## src/hw/rtl/bfm_queue.sv

```systemverilog
// ----------------------------------------------------------------------------
// bfm_queue
// Small register FIFO with occupancy count.
// ----------------------------------------------------------------------------
module bfm_queue #(
  parameter int WIDTH = 8,
  parameter int DEPTH = 4
) (
  input  logic                       clk,
  input  logic                       rst,
  input  logic                       push,
  input  logic [WIDTH-1:0]           push_data,
  input  logic                       pop,
  output logic [WIDTH-1:0]           pop_data,
  output logic                       empty,
  output logic                       full,
  output logic [$clog2(DEPTH+1)-1:0] count
);

  localparam int PTR_W = $clog2(DEPTH);

  logic [WIDTH-1:0] slots [DEPTH];
  logic [PTR_W-1:0] head;
  logic [PTR_W-1:0] tail;

  assign empty    = (count == '0);
  assign full     = (32'(count) == DEPTH);
  assign pop_data = slots[head];

  always_ff @(posedge clk) begin
    if (push) begin
      slots[tail] <= push_data;
    end
  end

  always_ff @(posedge clk) begin
    if (rst) begin
      head  <= '0;
      tail  <= '0;
      count <= '0;
    end else begin
      if (push) begin
        tail <= (32'(tail) == DEPTH - 1) ? '0 : tail + 1'b1;
      end
      if (pop) begin
        head <= (32'(head) == DEPTH - 1) ? '0 : head + 1'b1;
      end
      case ({push, pop})
        2'b10:   count <= count + 1'b1;
        2'b01:   count <= count - 1'b1;
        default: count <= count;
      endcase
    end
  end

endmodule

```

## config.mk

```make
export PLATFORM = sky130hd
export DESIGN_NAME = bfm_queue
export DESIGN_NICKNAME = d
export VERILOG_FILES = /design/src/hw/rtl/bfm_queue.sv
export SDC_FILE = /design/constraint.sdc
export NUM_CORES = 1
export LEC_CHECK = 0
export ABC_AREA = 1
export BUFFER_PORTS_ARGS = -buffer_cell sky130_fd_sc_hd__buf_2
export CORE_MARGIN = 4
export CORE_UTILIZATION = 50
export CTS_CLUSTER_DIAMETER = 30
export DETAILED_ROUTE_END_ITERATION = 7
export PLACE_DENSITY_LB_ADDON = 0.3
export SYNTH_ARGS = -nofsm -noshare
export SYNTH_HDL_FRONTEND = slang
export SYNTH_SLANG_ARGS = --single-unit
```

## constraint.sdc

```tcl
create_clock -name clk -period 3.8 [get_ports clk]
set_input_delay 0.19 -clock clk [delete_from_list [all_inputs] [get_ports clk]]
set_output_delay 0.19 -clock clk [all_outputs]
set_load 0.02 [all_outputs]
```

==> metrics.md <==
| Metric | Value |
|---|---|
| Status | `complete, no violations` |
| Slew HR | `64.0%` |
| Pre-CTS setup slack | `2230 ps` |
| CTS Buf Count | `5` |
| Setup violators final | `0` |
| Dpl hpwl | `2.14 mm` |
| Cells after synthesis | `around 140` |
| Switching share of power | `26.0%` |
| Post-synthesis adder-cell area fraction | `5.74%` |
| Worst-path maximum fanout | `17` |
| Largest family of logic cells by synthesized area | `compound AO/OA/AOI/OAI gates` |
| Row count | `20` |
| Detailed-route via count | `1043` |
| Clock Power Share | `27.0%` |
| DR DRC count | `0` |
| Initial Util | `53.4%` |
| Hold Crit Class | `in2reg` |
| Final setup TNS | `0 ps` |
| Diodes inserted | `0` |
| Core box area | `roughly 3100 µm²` |
| Crit end category | `primary output` |
| Leak | `0.767 nW` |
| Post-Synth XOR/XNOR Area | `0%` |
| Clk pin slew, worst setup/hold paths | `120 ps` |
| GRT busiest layer | `met2` |
| Post-cts hold buffer count | `0` |
| Met1 track demand over resource | `16.9%` |
| Slew @ Worst Pin | `540 ps` |
| Die ar. | `4300 µm²` |
| Synth warn | `0` |
| Pwr/cell area | `471 nW/µm²` |
| Largest net degree at the start of global routing | `18` |
| Wire length per cell | `13.9 µm` |
| Slew Limit Fails | `0` |
| Hold Fails Final Rpt | `0` |
| Crit path launch type | `flop` |
| Synth Area in Simple Gates | `8.91%` |
| Via/cell ratio | `4.97` |
| Reg2reg end | `count[2]` |
| Clock Skew | `10.2 ps` |
| Fill cell count | `280` |
| Area after DPL | `1810 µm²` |
| Synth Net Count | `155` |
| Hold path start | `rst` |
| Nets@finish | `184` |
| Vias in the first global route | `995` |
| Layout area overhead | `13.4%` |
| Gpl congestion | `about 0.8` |
| Fmax | `506 MHz` |
| 1st-pass router iterations | `4` |
| Final worst slack | `1830 ps` |
| Routing usage on met2 | `about a quarter` |
| Logic pwr share | `13.9%` |
| Tot GR Track Use | `15.3%` |
| 1st-iter DRT viols | `57` |
| Period utilisation layout | `52.0%` |
| Most area-hungry cell type in the Yosys netlist | `edfxtp_1` |
| Post-Route WL | `2.92 mm` |
| NetSw | `around 0.23 mW` |
| Largest cells by area after synthesis | `edfxtp_1 (58%), dfxtp_1 (11%), o21ai_0 (4.8%), ha_1 (4.5%), nor2_1 (4.1%)` |
| Sink Count | `a little over 40` |
| IO Port Bufs | `24` |
| Bufs on Longest Clock Path | `2` |
| Setup bufs post-CTS | `0` |
| Top cell type's share of synthesized area | `58.0%` |
| Worst EP arrival | `1790 ps` |
| H-tree levels | `2` |
| Yosys reg bits | `41` |
| Post-CTS Resized | `0` |
| Io pins | `25` |
| Peak supply drop | `approximately 0.23 mV` |
| Reg2Reg Depth | `8` |
| Die width | `roughly 66 µm` |
| Worst reg2reg startpoint | `count[0]` |
| First-pass GRT wire length | `approximately 4.7 mm` |
| Gr ovfl total | `0` |
| Mux cell area share after synthesis | `0%` |
| Compound-cell area share of the yosys netlist | `11.0%` |
| Avg Cell Area, Syn | `12.2 µm²` |
| Seq/Total Area, Yosys | `68.9%` |
| Max cap viols | `0` |
| Crit path capture | `pop_data[7]` |
| Minimum hold slack | `~13 ps` |
| Final Power | `approximately 0.89 mW` |
| Post-layout minimum cycle time | `1970 ps` |
| Die Ht | `65.6 µm` |
| Post-layout instance area | `1880 µm²` |
| Antenna Nets Post-Route | `0` |
| Post-synth design cell area | `1660 µm²` |
| Reg power frac | `between 50% and 60%` |
| CTS tree | `done` |
| Crit Path Class | `reg2out` |
| Cell Int Power | `0.655 mW` |
| Cell variety after synth | `18` |
| RSZ-0062 raised after global routing | `false` |
| Worst skew pair latency | `350 ps` |
| Layout cells sized above 1 | `a little under a quarter` |
| CTS root buffer | `clkbuf_4` |
| Req. time, crit path | `3610 ps` |
| Met3 Resource Use GR | `7.01%` |
| Register-to-register setup slack | `2470 ps` |
| Initial antenna violation count | `0` |
worst min-delay path by stage:
stage / endpoint / cells past startpoint
after floorplan: tail[0] / 1
after global placement: tail[0] / 2
after detailed placement: tail[0] / 2
after CTS: tail[0] / 2
after global routing: tail[0] / 2
final: tail[0] / 2
cell type report:
class / count / area [µm²] / area share, %
clock buffer: 7 / 65.1 / 3.46
clock inverter: 1 / 5.00 / 0.266
inverter: 18 / 67.6 / 3.60
multi-input combinational: 75 / 425 / 22.6
sequential: 41 / 1140 / 60.7
tap: 44 / 55.1 / 2.93
timing repair buffer: 24 / 120 / 6.39
routing by layer:
layer	wire [µm]	vias to the layer above
li1	-	535
met1	1230	477
met2	1480	24
met3	155	7
met4	54	0
met5	0	-
cell usage in the layout (no fill, tap or decap):
| cell | netlist | routed |
|---|---|---|
| a21oi_1 | 5 | 5 |
| buf_2 | 0 | 24 |
| clkbuf_4 | 0 | 5 |
| clkbuf_8 | 0 | 2 |
| clkinv_2 | 0 | 1 |
| dfxtp_1 | 9 | 9 |
| edfxtp_1 | 32 | 32 |
| fa_1 | 1 | 1 |
| ha_1 | 6 | 6 |
| inv_1 | 17 | 17 |
| inv_2 | 1 | 1 |
| nand2_1 | 8 | 8 |
| nand3_1 | 1 | 1 |
| nand4_1 | 1 | 1 |
| nor2_1 | 18 | 18 |
| nor2_2 | 3 | 3 |
| nor3_1 | 4 | 4 |
| o21ai_0 | 16 | 16 |
| o21ai_1 | 2 | 2 |
| o21ai_2 | 2 | 2 |
| o22ai_1 | 8 | 8 |
flip-flops by register name, summed over array words and instances (netlist names), named ones only:
register	flops
slots	32
count	3
tail	2
head	2
worst max-delay path: stages, from the launching register on:
cell and delay (ps):
dfxtp_1 680, inv_2 260, o21ai_0 240, o22ai_1 90
buf_2 170
power by group through the flow:
stage | Clock (mW) | Combinational, mW | Sequential, mW
after global placement | 0 | 0.118 | 0.532
after CTS | 0.244 | 0.125 | 0.523
after floorplan | 0 | 0.0806 | 0.532
after detailed placement | 0 | 0.124 | 0.534
after global routing | 0.267 | 0.139 | 0.526
final | 0.239 | 0.123 | 0.523
cell families after synthesis:
family	Yosys count
buffers and inverters	20
and+or+nand+nor	35
AOI/OAI and AO/OA	33
DFF	41
adders and majority gates	7
cells in the mapped netlist:
master / number
inv_2: 1
nand3_1: 1
o21ai_1: 2
o21ai_0: 16
nand2_1: 8
ha_1: 6
a21oi_1: 5
nor2_2: 3
nand4_1: 1
buf_6: 2
nor2_1: 18
fa_1: 1
nor3_1: 4
o21ai_2: 2
dfxtp_1: 9
inv_1: 17
o22ai_1: 8
edfxtp_1: 32
stage by stage:
step / instances / util [%]
after global routing: 210 / 60.6
after detailed placement: 202 / 58.3
final: 210 / 60.6
after global placement: 202 / 58.3
after floorplan: 136 / -
after CTS: 210 / 60.6
No activity file was read; power rests on OpenSTA's default activity.
