===== src/hw/rtl/bfm_pkg.sv =====
// ----------------------------------------------------------------------------
// bfm_pkg
// Shared constants and types of the box filter mean unit.
// ----------------------------------------------------------------------------
package bfm_pkg;

  localparam int RADIUS_DEF     = 10;
  localparam int MAX_WIDTH_DEF  = 1024;
  localparam int MAX_HEIGHT_DEF = 1024;

  localparam int PIX_W     = 8;
  localparam int DIM_W     = 11;
  localparam int DIM_RESET = 1024;
  localparam int DATA_W    = 32;
  localparam int PADDR_W   = 3;

  // register index codes
  localparam logic REG_WIDTH  = 1'b0;
  localparam logic REG_HEIGHT = 1'b1;

  // input word codes
  localparam logic CMD_PIXEL = 1'b0;
  localparam logic CMD_FLUSH = 1'b1;

  localparam int QUEUE_DEPTH = 4;
  localparam int OBUF_DEPTH  = 8;

  // per-word control flags from front to back
  typedef struct packed {
    logic write;     // pixel goes into the line store
    logic emit;      // word produces a result
    logic interior;  // result is the window mean
    logic last;      // result is the final pixel of the frame
    logic row0;      // input pixel sits on row 0
    logic rowfull;   // input row has a full column of history
    logic col0;      // input pixel sits on column 0
    logic colfull;   // input column has a full span to its left
  } ctl_t;

endpackage


===== src/hw/rtl/bfm_front.sv =====
// ----------------------------------------------------------------------------
// bfm_front
// Register port, frame position tracking and word classification.
// ----------------------------------------------------------------------------
module bfm_front #(
  parameter int RADIUS     = bfm_pkg::RADIUS_DEF,
  parameter int MAX_WIDTH  = bfm_pkg::MAX_WIDTH_DEF,
  parameter int MAX_HEIGHT = bfm_pkg::MAX_HEIGHT_DEF
) (
  input  logic                                 clk,
  input  logic                                 rst,
  input  logic                                 psel,
  input  logic                                 penable,
  input  logic                                 pwrite,
  input  logic [bfm_pkg::PADDR_W-1:0]          paddr,
  input  logic [bfm_pkg::DATA_W-1:0]           pwdata,
  output logic [bfm_pkg::DATA_W-1:0]           prdata,
  input  logic                                 in_valid,
  output logic                                 in_ready,
  input  logic                                 cmd,
  input  logic [bfm_pkg::PIX_W-1:0]            pixel_in,
  input  logic                                 q_full,
  output logic                                 push,
  output bfm_pkg::ctl_t                        ctl,
  output logic [bfm_pkg::PIX_W-1:0]            pix,
  output logic [$clog2(2*RADIUS+1)-1:0]        in_slot,
  output logic [$clog2(MAX_WIDTH)-1:0]         in_col,
  output logic [$clog2(2*RADIUS+1)-1:0]        out_slot,
  output logic [$clog2(MAX_WIDTH)-1:0]         out_col
);
  import bfm_pkg::*;

  localparam int SPAN  = 2 * RADIUS + 1;
  localparam int ROW_W = $clog2(MAX_HEIGHT);
  localparam int DLY_W = $clog2(RADIUS * MAX_WIDTH + RADIUS + 1);
  localparam int RST_W = (DIM_RESET > MAX_WIDTH) ? MAX_WIDTH : DIM_RESET;
  localparam int RST_H = (DIM_RESET > MAX_HEIGHT) ? MAX_HEIGHT : DIM_RESET;

  function automatic logic [DIM_W-1:0] clamp_dim(input logic [DIM_W-1:0] v, input int hi);
    logic [DIM_W-1:0] r;
    r = v;
    if (v == '0) begin
      r = DIM_W'(1);
    end else if (32'(v) > hi) begin
      r = DIM_W'(hi);
    end
    return r;
  endfunction

  logic [DIM_W-1:0] frame_width;
  logic [DIM_W-1:0] frame_height;
  logic [DLY_W-1:0] dly;
  logic [DLY_W-1:0] cnt;
  logic [ROW_W-1:0] in_row;
  logic [ROW_W-1:0] out_row;
  logic             draining;

  logic             wr;
  logic             accept;
  logic             is_pix;
  logic             primed;
  logic             emit_now;
  logic             in_col_end;
  logic             in_last;
  logic             out_col_end;
  logic             out_last;
  logic [DIM_W-1:0] wr_dim;

  assign wr       = psel && penable && pwrite;
  assign wr_dim   = pwdata[DIM_W-1:0];
  assign prdata   = (paddr[2] == REG_HEIGHT) ? DATA_W'(frame_height) : DATA_W'(frame_width);
  assign in_ready = !q_full;
  assign accept   = in_valid && in_ready;
  assign is_pix   = (cmd == CMD_PIXEL) && !draining;
  assign primed   = (cnt == dly);
  assign emit_now = accept && (draining || (is_pix && primed));

  assign in_col_end  = (32'(in_col) + 1) == 32'(frame_width);
  assign in_last     = in_col_end && ((32'(in_row) + 1) == 32'(frame_height));
  assign out_col_end = (32'(out_col) + 1) == 32'(frame_width);
  assign out_last    = out_col_end && ((32'(out_row) + 1) == 32'(frame_height));

  assign push = accept && (draining || cmd == CMD_PIXEL);
  assign pix  = pixel_in;

  always_comb begin
    ctl.write    = !draining;
    ctl.emit     = draining || primed;
    ctl.interior = !draining && primed && (32'(in_row) >= 2 * RADIUS)
                   && (32'(in_col) >= 2 * RADIUS);
    ctl.last     = out_last;
    ctl.row0     = (in_row == '0);
    ctl.rowfull  = (32'(in_row) >= SPAN);
    ctl.col0     = (in_col == '0);
    ctl.colfull  = (32'(in_col) >= SPAN);
  end

  always_ff @(posedge clk) begin
    if (rst) begin
      frame_width  <= DIM_W'(RST_W);
      frame_height <= DIM_W'(RST_H);
      dly          <= DLY_W'(RADIUS * RST_W + RADIUS);
      cnt          <= '0;
      in_row       <= '0;
      in_col       <= '0;
      in_slot      <= '0;
      out_row      <= '0;
      out_col      <= '0;
      out_slot     <= '0;
      draining     <= 1'b0;
    end else if (wr) begin
      case (paddr[2])
        REG_WIDTH: begin
          frame_width <= clamp_dim(wr_dim, MAX_WIDTH);
          dly <= DLY_W'(RADIUS * 32'(clamp_dim(wr_dim, MAX_WIDTH)) + RADIUS);
        end
        REG_HEIGHT: begin
          frame_height <= clamp_dim(wr_dim, MAX_HEIGHT);
        end
        default: begin
          frame_width <= frame_width;
        end
      endcase
      cnt      <= '0;
      in_row   <= '0;
      in_col   <= '0;
      in_slot  <= '0;
      out_row  <= '0;
      out_col  <= '0;
      out_slot <= '0;
      draining <= 1'b0;
    end else if (accept) begin
      if (emit_now) begin
        if (out_last) begin
          out_row  <= '0;
          out_col  <= '0;
          out_slot <= '0;
          draining <= 1'b0;
        end else if (out_col_end) begin
          out_col  <= '0;
          out_row  <= out_row + 1'b1;
          out_slot <= (32'(out_slot) == SPAN - 1) ? '0 : out_slot + 1'b1;
        end else begin
          out_col <= out_col + 1'b1;
        end
      end
      if (is_pix) begin
        if (in_last) begin
          cnt <= '0;
        end else if (!primed) begin
          cnt <= cnt + 1'b1;
        end
        if (in_last) begin
          in_row   <= '0;
          in_col   <= '0;
          in_slot  <= '0;
          draining <= 1'b1;
        end else if (in_col_end) begin
          in_col  <= '0;
          in_row  <= in_row + 1'b1;
          in_slot <= (32'(in_slot) == SPAN - 1) ? '0 : in_slot + 1'b1;
        end else begin
          in_col <= in_col + 1'b1;
        end
      end
    end
  end

`ifndef SYNTHESIS
  a_drain_in_home: assert property (@(posedge clk) disable iff (rst)
    draining |-> (in_row == '0 && in_col == '0 && cnt == '0))
    else $error("input position not at frame start while draining");
  a_cnt_bound: assert property (@(posedge clk) disable iff (rst)
    cnt <= dly)
    else $error("lead counter passed the delay");
  a_no_overflow: assert property (@(posedge clk) disable iff (rst)
    push |-> !q_full)
    else $error("word pushed into a full queue");
`endif

endmodule


===== config.mk =====
export PLATFORM = sky130hd
export DESIGN_NAME = bfm_front
export DESIGN_NICKNAME = d
export VERILOG_FILES = /design/src/hw/rtl/bfm_pkg.sv /design/src/hw/rtl/bfm_front.sv
export SDC_FILE = /design/constraint.sdc
export NUM_CORES = 1
export LEC_CHECK = 0
export BUFFER_PORTS_ARGS = -buffer_cell sky130_fd_sc_hd__buf_2
export CORE_MARGIN = 2
export CORE_UTILIZATION = 50
export CTS_CLUSTER_DIAMETER = 30
export DETAILED_ROUTE_END_ITERATION = 8
export PLACE_DENSITY = 0.82
export SLEW_MARGIN = 10
export SYNTH_ARGS = -nofsm -noshare
export SYNTH_HDL_FRONTEND = slang
export SYNTH_SLANG_ARGS = --single-unit

===== constraint.sdc =====
create_clock -name clk -period 5.74 [get_ports clk]
set_input_delay 0.861 -clock clk [delete_from_list [all_inputs] [get_ports clk]]
set_output_delay 0.861 -clock clk [all_outputs]
set_load 0.02 [all_outputs]

==> results <==
- The run finished with clean final reports.
- The number of antenna violations at the first check in global routing was 0.
- The worst path in the final design needs a cycle of 4.08 ns, including I/O delays and setup.
- Along the worst hold path, the cell count comes to 2.
- The latest clock arrival within the worst-skew pair is ~0.35 ns.
- In this run, synthesis produced a sequential element count of 100.
- The count of synthesis-stage warnings from yosys is 0.
- For this configuration, the core starts out at a cell density of 0.514.
- The switching fraction of total power is 0.254.
- The clock group share of total power is 0.414.
- CTS saw 100 sinks.
- Of the total synthesized cell area, the portion taken by full adders, half adders and majority gates is 0.0625.
- Measured on the finished design, the core utilization comes to 0.554.
- The async set-reset flop share out of synthesis is 0.
- The stage delay of the slowest cell on the critical path is roughly 0.78 ns.
- The complex-gate fraction of the synthesized area came to 0.173.
- In this run the post-CTS setup repair buffer count came out at 0.
- TritonCTS built the clock tree.
- The number of endpoints with negative hold slack in the final report was 0.
- The critical path class is flop to flop.
- The count of nets left with antenna violations once routing finished came out at 0.
- The internal power of the cells totals 1080 uW.
- After global routing the overflow that remains totals 0.
- The via count of the first global-routing pass is ~6.0k.
- The achievable clock frequency is around 250 MHz.
- The clock edge transition at the registers on the reported setup and hold paths is ~0.07 ns.
- The top-level I/O count is around 130.
- The worst slew slack as a fraction of its limit is 0.395.
- In the synthesized netlist the dominant register cell turns out to be sky130_fd_sc_hd__dfxtp_1.
- The die boundary height is 123 um.
- The destination of the worst hold path is dly[5].
- STA classifies the critical path endpoint as a flop.
- Setup repair after global routing left no endpoint under its margin.
- The start point of the worst min-delay path is dly[5].
- The repair_antennas step left the layout with diodes totalling 0.
- Along the worst path, the maximum fanout reaches 11.
- In the synthesized netlist, the number of instances is around 930.
- The number of placement rows is 43.
- The slew at the pin closest to its max-slew limit is about 0.9 ns.
- In this run the number of H-tree levels came out at 3.
- The layout overhead on the synthesized area is 7.86%.
- On the final layout, the worst clock skew is between 0.006 and 0.007 ns.
- The total iterations of the first detailed-routing run is 5.
- The post-cts gate resize count is 0.
- The all-layer global routing usage is 0.235.
- The arrival time reported for the critical path endpoint is about 4.4 ns.
- The fraction of layout instances using a drive strength above 1 is 0.123.
- The routability-driven placement congestion ratio is 0.856.
- The areal power density over the cells is 189 nW/um^2.
- The hold buffer count at cts is 0.
- The cell area that synthesis handed to floorplanning was 7130 um^2.
- The internal reg-to-reg setup slack is roughly 1.7 ns.
- The number of nets in the layout is 1,041.
- The detail-routed net length per standard cell is 15.5 um.
- Max-cap violations in this run came to 0.
- The detailed-route via count is 6,557.
- Counting the fill cells in the layout gives 1,289.
- The combinational power share is 0.099.
- The chip width is 123 um.
- The violation count after the first detailed-routing iteration is 630.
- The leakage component of the power is 0.00304 uW.
- The logic depth of the worst register-to-register path is 9.
- The path class of the tightest hold or removal check is flop to flop.
- The fraction of the cycle the final worst path needs is 0.711.
- The dominant combinational cell family by area after synthesis is simple AND/OR/NAND/NOR gates.
- The multiplexer share of the synthesized area is 0.0244.
- For this design the total switching power over the nets is between 300 and 400 uW.
- Of the total power, registers draw 0.486.
- The simple-gate area share of the yosys netlist is 0.272.
- The total negative slack is 0 ns.
- The worst setup path is launched from a flop.
- The number of setup violations in the final report is 0.
- The count of pins over their slew limit is 0.
- The routed design has approximately 18 mm of wire.
- The critical register-to-register path endpoint is in_slot[3].
- The die covers 15,200 um^2.
- In this run the mean area of a mapped cell was 7.68 um^2.
- The count of buffers from port buffering is 70.
- The cell with the biggest individual delay on the critical path is sky130_fd_sc_hd__nor2b_1.
- The largest net degree at the start of global routing is 54.
- In this run the deepest clock path goes through 2 buffers.
- The average via count per standard cell is 5.76.
- The total area inside the core boundary comes to 13,900 um^2.
- The sequential fraction of the synthesis area is 0.281.
- At the worst endpoint, the required time is between 6 and 7 ns.
- In this run, CTS created clock tree buffers numbering 9.
- The xor/xnor share of the synthesized area is 0.113.
- The signal on the critical path passes through ha_1 > nand3_1 > or3_1 > o21ai_0 > a31oi_1 > nor4_1 > nor2b_1 > or4b_2 > a21oi_1.
- Across the VDD grid, the largest voltage drop is 0.151 mV.
- After detailed routing, the number of remaining DRC violations is 0.
- The number of enable-type register cells in the synthesized netlist is 0.
- The netlist uses between 60 and 70 different library cells.
- The worst reg2reg path startpoint is in_col[0].
- The first global-routing pass estimated 28.5 mm of wire.
- The wire-length estimate of the detail-placed layout is 12.8 mm.
- The library cell used as clock root buffer is sky130_fd_sc_hd__clkbuf_16.
-- sequential cells by signal (all words and copies together), names as in the netlist --
signal and count:
frame_width 11, in_row 10, out_slot 5, cnt 14, out_row 10, in_col 10
dly 13, in_slot 5, draining 1, frame_height 11, out_col 10
-- through the flow --
stage / setup slack [ns] / cell area [um^2] / hold slack, ns / std cells / power (uW)
finish: 1.66 / 7690 / 0.469 / 1138 / 1450
global route: 1.35 / 7690 / 0.485 / 1138 / 1500
CTS: 1.60 / 7690 / 0.471 / 1138 / 1460
detailed placement: 1.24 / 7410 / 0.462 / 1124 / 866
global placement: 1.37 / 7410 / 0.458 / 1124 / 862
floorplan: 1.78 / 7210 / 0.444 / 948 / 850
-- power by group through the flow --
stage / clock network, uW / logic [uW] / registers (uW)
floorplan: 0 / 130 / 720
global placement: 0 / 140 / 722
detailed placement: 0 / 143 / 723
CTS: 611 / 144 / 707
global route: 635 / 160 / 707
finish: 602 / 144 / 707
-- logic make-up (layout without fill, tap and decap cells) --
family	count (synthesis)	in the layout
AO/OA/AOI/OAI	210	210
XOR/XNOR	92	92
multiplexers	16	16
adder cells (fa/ha/maj)	35	35
other	1	21
buffers and inverters	106	116
flip-flops	100	100
AND/OR/NAND/NOR	368	368
-- Yosys cell counts, types with 3 or more instances --
| library cell | count | area (um^2) |
|---|---|---|
| sky130_fd_sc_hd__nand2_1 | 104 | 390 |
| sky130_fd_sc_hd__dfxtp_1 | 100 | 2000 |
| sky130_fd_sc_hd__a21oi_1 | 95 | 475 |
| sky130_fd_sc_hd__nor2_1 | 74 | 278 |
| sky130_fd_sc_hd__o21ai_0 | 57 | 285 |
| sky130_fd_sc_hd__xor2_1 | 50 | 438 |
| sky130_fd_sc_hd__xnor2_1 | 42 | 368 |
| sky130_fd_sc_hd__clkbuf_1 | 38 | 143 |
| sky130_fd_sc_hd__ha_1 | 34 | 425 |
| sky130_fd_sc_hd__buf_4 | 31 | 233 |
| sky130_fd_sc_hd__nand3_1 | 30 | 150 |
| sky130_fd_sc_hd__inv_1 | 24 | 90.1 |
| sky130_fd_sc_hd__nor3_1 | 24 | 120 |
| sky130_fd_sc_hd__nand4_1 | 18 | 113 |
| sky130_fd_sc_hd__nor2b_1 | 18 | 113 |
| sky130_fd_sc_hd__nand3b_1 | 17 | 128 |
| sky130_fd_sc_hd__and3_1 | 13 | 81.3 |
| sky130_fd_sc_hd__mux2_2 | 11 | 124 |
| sky130_fd_sc_hd__nor4_1 | 11 | 68.8 |
| sky130_fd_sc_hd__a211oi_1 | 8 | 60.1 |
| sky130_fd_sc_hd__a31oi_1 | 8 | 50.1 |
| sky130_fd_sc_hd__or3_1 | 8 | 50.1 |
| sky130_fd_sc_hd__nand2b_1 | 7 | 43.8 |
| sky130_fd_sc_hd__or4_1 | 7 | 52.6 |
| sky130_fd_sc_hd__and4_1 | 6 | 52.6 |
| sky130_fd_sc_hd__buf_1 | 6 | 22.5 |
| sky130_fd_sc_hd__buf_2 | 6 | 30.0 |
| sky130_fd_sc_hd__a211o_1 | 5 | 43.8 |
| sky130_fd_sc_hd__mux2i_1 | 5 | 50.1 |
| sky130_fd_sc_hd__o211ai_1 | 5 | 37.5 |
| sky130_fd_sc_hd__o31ai_1 | 5 | 37.5 |
| sky130_fd_sc_hd__a21o_1 | 4 | 30.0 |
| sky130_fd_sc_hd__and2_1 | 4 | 25.0 |
| sky130_fd_sc_hd__and4b_1 | 4 | 40.0 |
| sky130_fd_sc_hd__a22oi_1 | 3 | 22.5 |
| sky130_fd_sc_hd__nor3b_1 | 3 | 22.5 |
| sky130_fd_sc_hd__o31a_1 | 3 | 26.3 |
| sky130_fd_sc_hd__or4b_2 | 3 | 30.0 |
-- worst max-delay path: cells and delay by family (launching register included) --
family	cells	cell delay [ns]
AOI/OAI and AO/OA	3	0.48
adders and majority gates	1	0.36
DFF	1	0.48
and+or+nand+nor	5	2.68
-- area by class of cell --
class                      instances  area (um^2)  area share
multi-input combinational        742         4680       0.609
sequential                       100         2000       0.260
timing repair buffer              78          410      0.0534
clock buffer                      10          229      0.0298
tap                              180          225      0.0293
inverter                          24         90.1      0.0117
clock inverter                     4         51.3     0.00667
-- worst max path at each step --
stage | startpoint | endpoint | slack [ns] | cells after the start
final | in_col[0] | in_slot[3] | 1.66 | 9
after global routing | pwdata[8] | dly[12] | 1.35 | 14
after CTS | pwdata[8] | dly[12] | 1.60 | 14
after detailed placement | pwdata[8] | dly[12] | 1.24 | 14
after global placement | pwdata[8] | dly[12] | 1.37 | 14
after floorplan | pwdata[10] | dly[13] | 1.78 | 12
-- placed cells by master (no fill, tap or decap), types with 6 or more instances in the layout --
cell type                   instances
sky130_fd_sc_hd__a211oi_1           8
sky130_fd_sc_hd__a21oi_1           95
sky130_fd_sc_hd__a31oi_1            8
sky130_fd_sc_hd__and3_1            13
sky130_fd_sc_hd__and4_1             6
sky130_fd_sc_hd__buf_2             70
sky130_fd_sc_hd__buf_4              8
sky130_fd_sc_hd__clkbuf_16          9
sky130_fd_sc_hd__conb_1            21
sky130_fd_sc_hd__dfxtp_1          100
sky130_fd_sc_hd__ha_1              34
sky130_fd_sc_hd__inv_1             24
sky130_fd_sc_hd__mux2_2            11
sky130_fd_sc_hd__nand2_1          104
sky130_fd_sc_hd__nand2b_1           6
sky130_fd_sc_hd__nand3_1           30
sky130_fd_sc_hd__nand3b_1          17
sky130_fd_sc_hd__nand4_1           18
sky130_fd_sc_hd__nor2_1            74
sky130_fd_sc_hd__nor2b_1           18
sky130_fd_sc_hd__nor3_1            24
sky130_fd_sc_hd__nor4_1            11
sky130_fd_sc_hd__o21ai_0           57
sky130_fd_sc_hd__or3_1              8
sky130_fd_sc_hd__or4_1              7
sky130_fd_sc_hd__xnor2_1           42
sky130_fd_sc_hd__xor2_1            50
-- routing by layer --
metal  up-vias  GRT usage  share of wire
met5         -          0              0
met4         0     0.0788          0.021
met3        25     0.0443          0.053
met2       188      0.404           0.49
met1      3083      0.294           0.44
li1       3261          -              -
(Power assumes the default switching activity.)
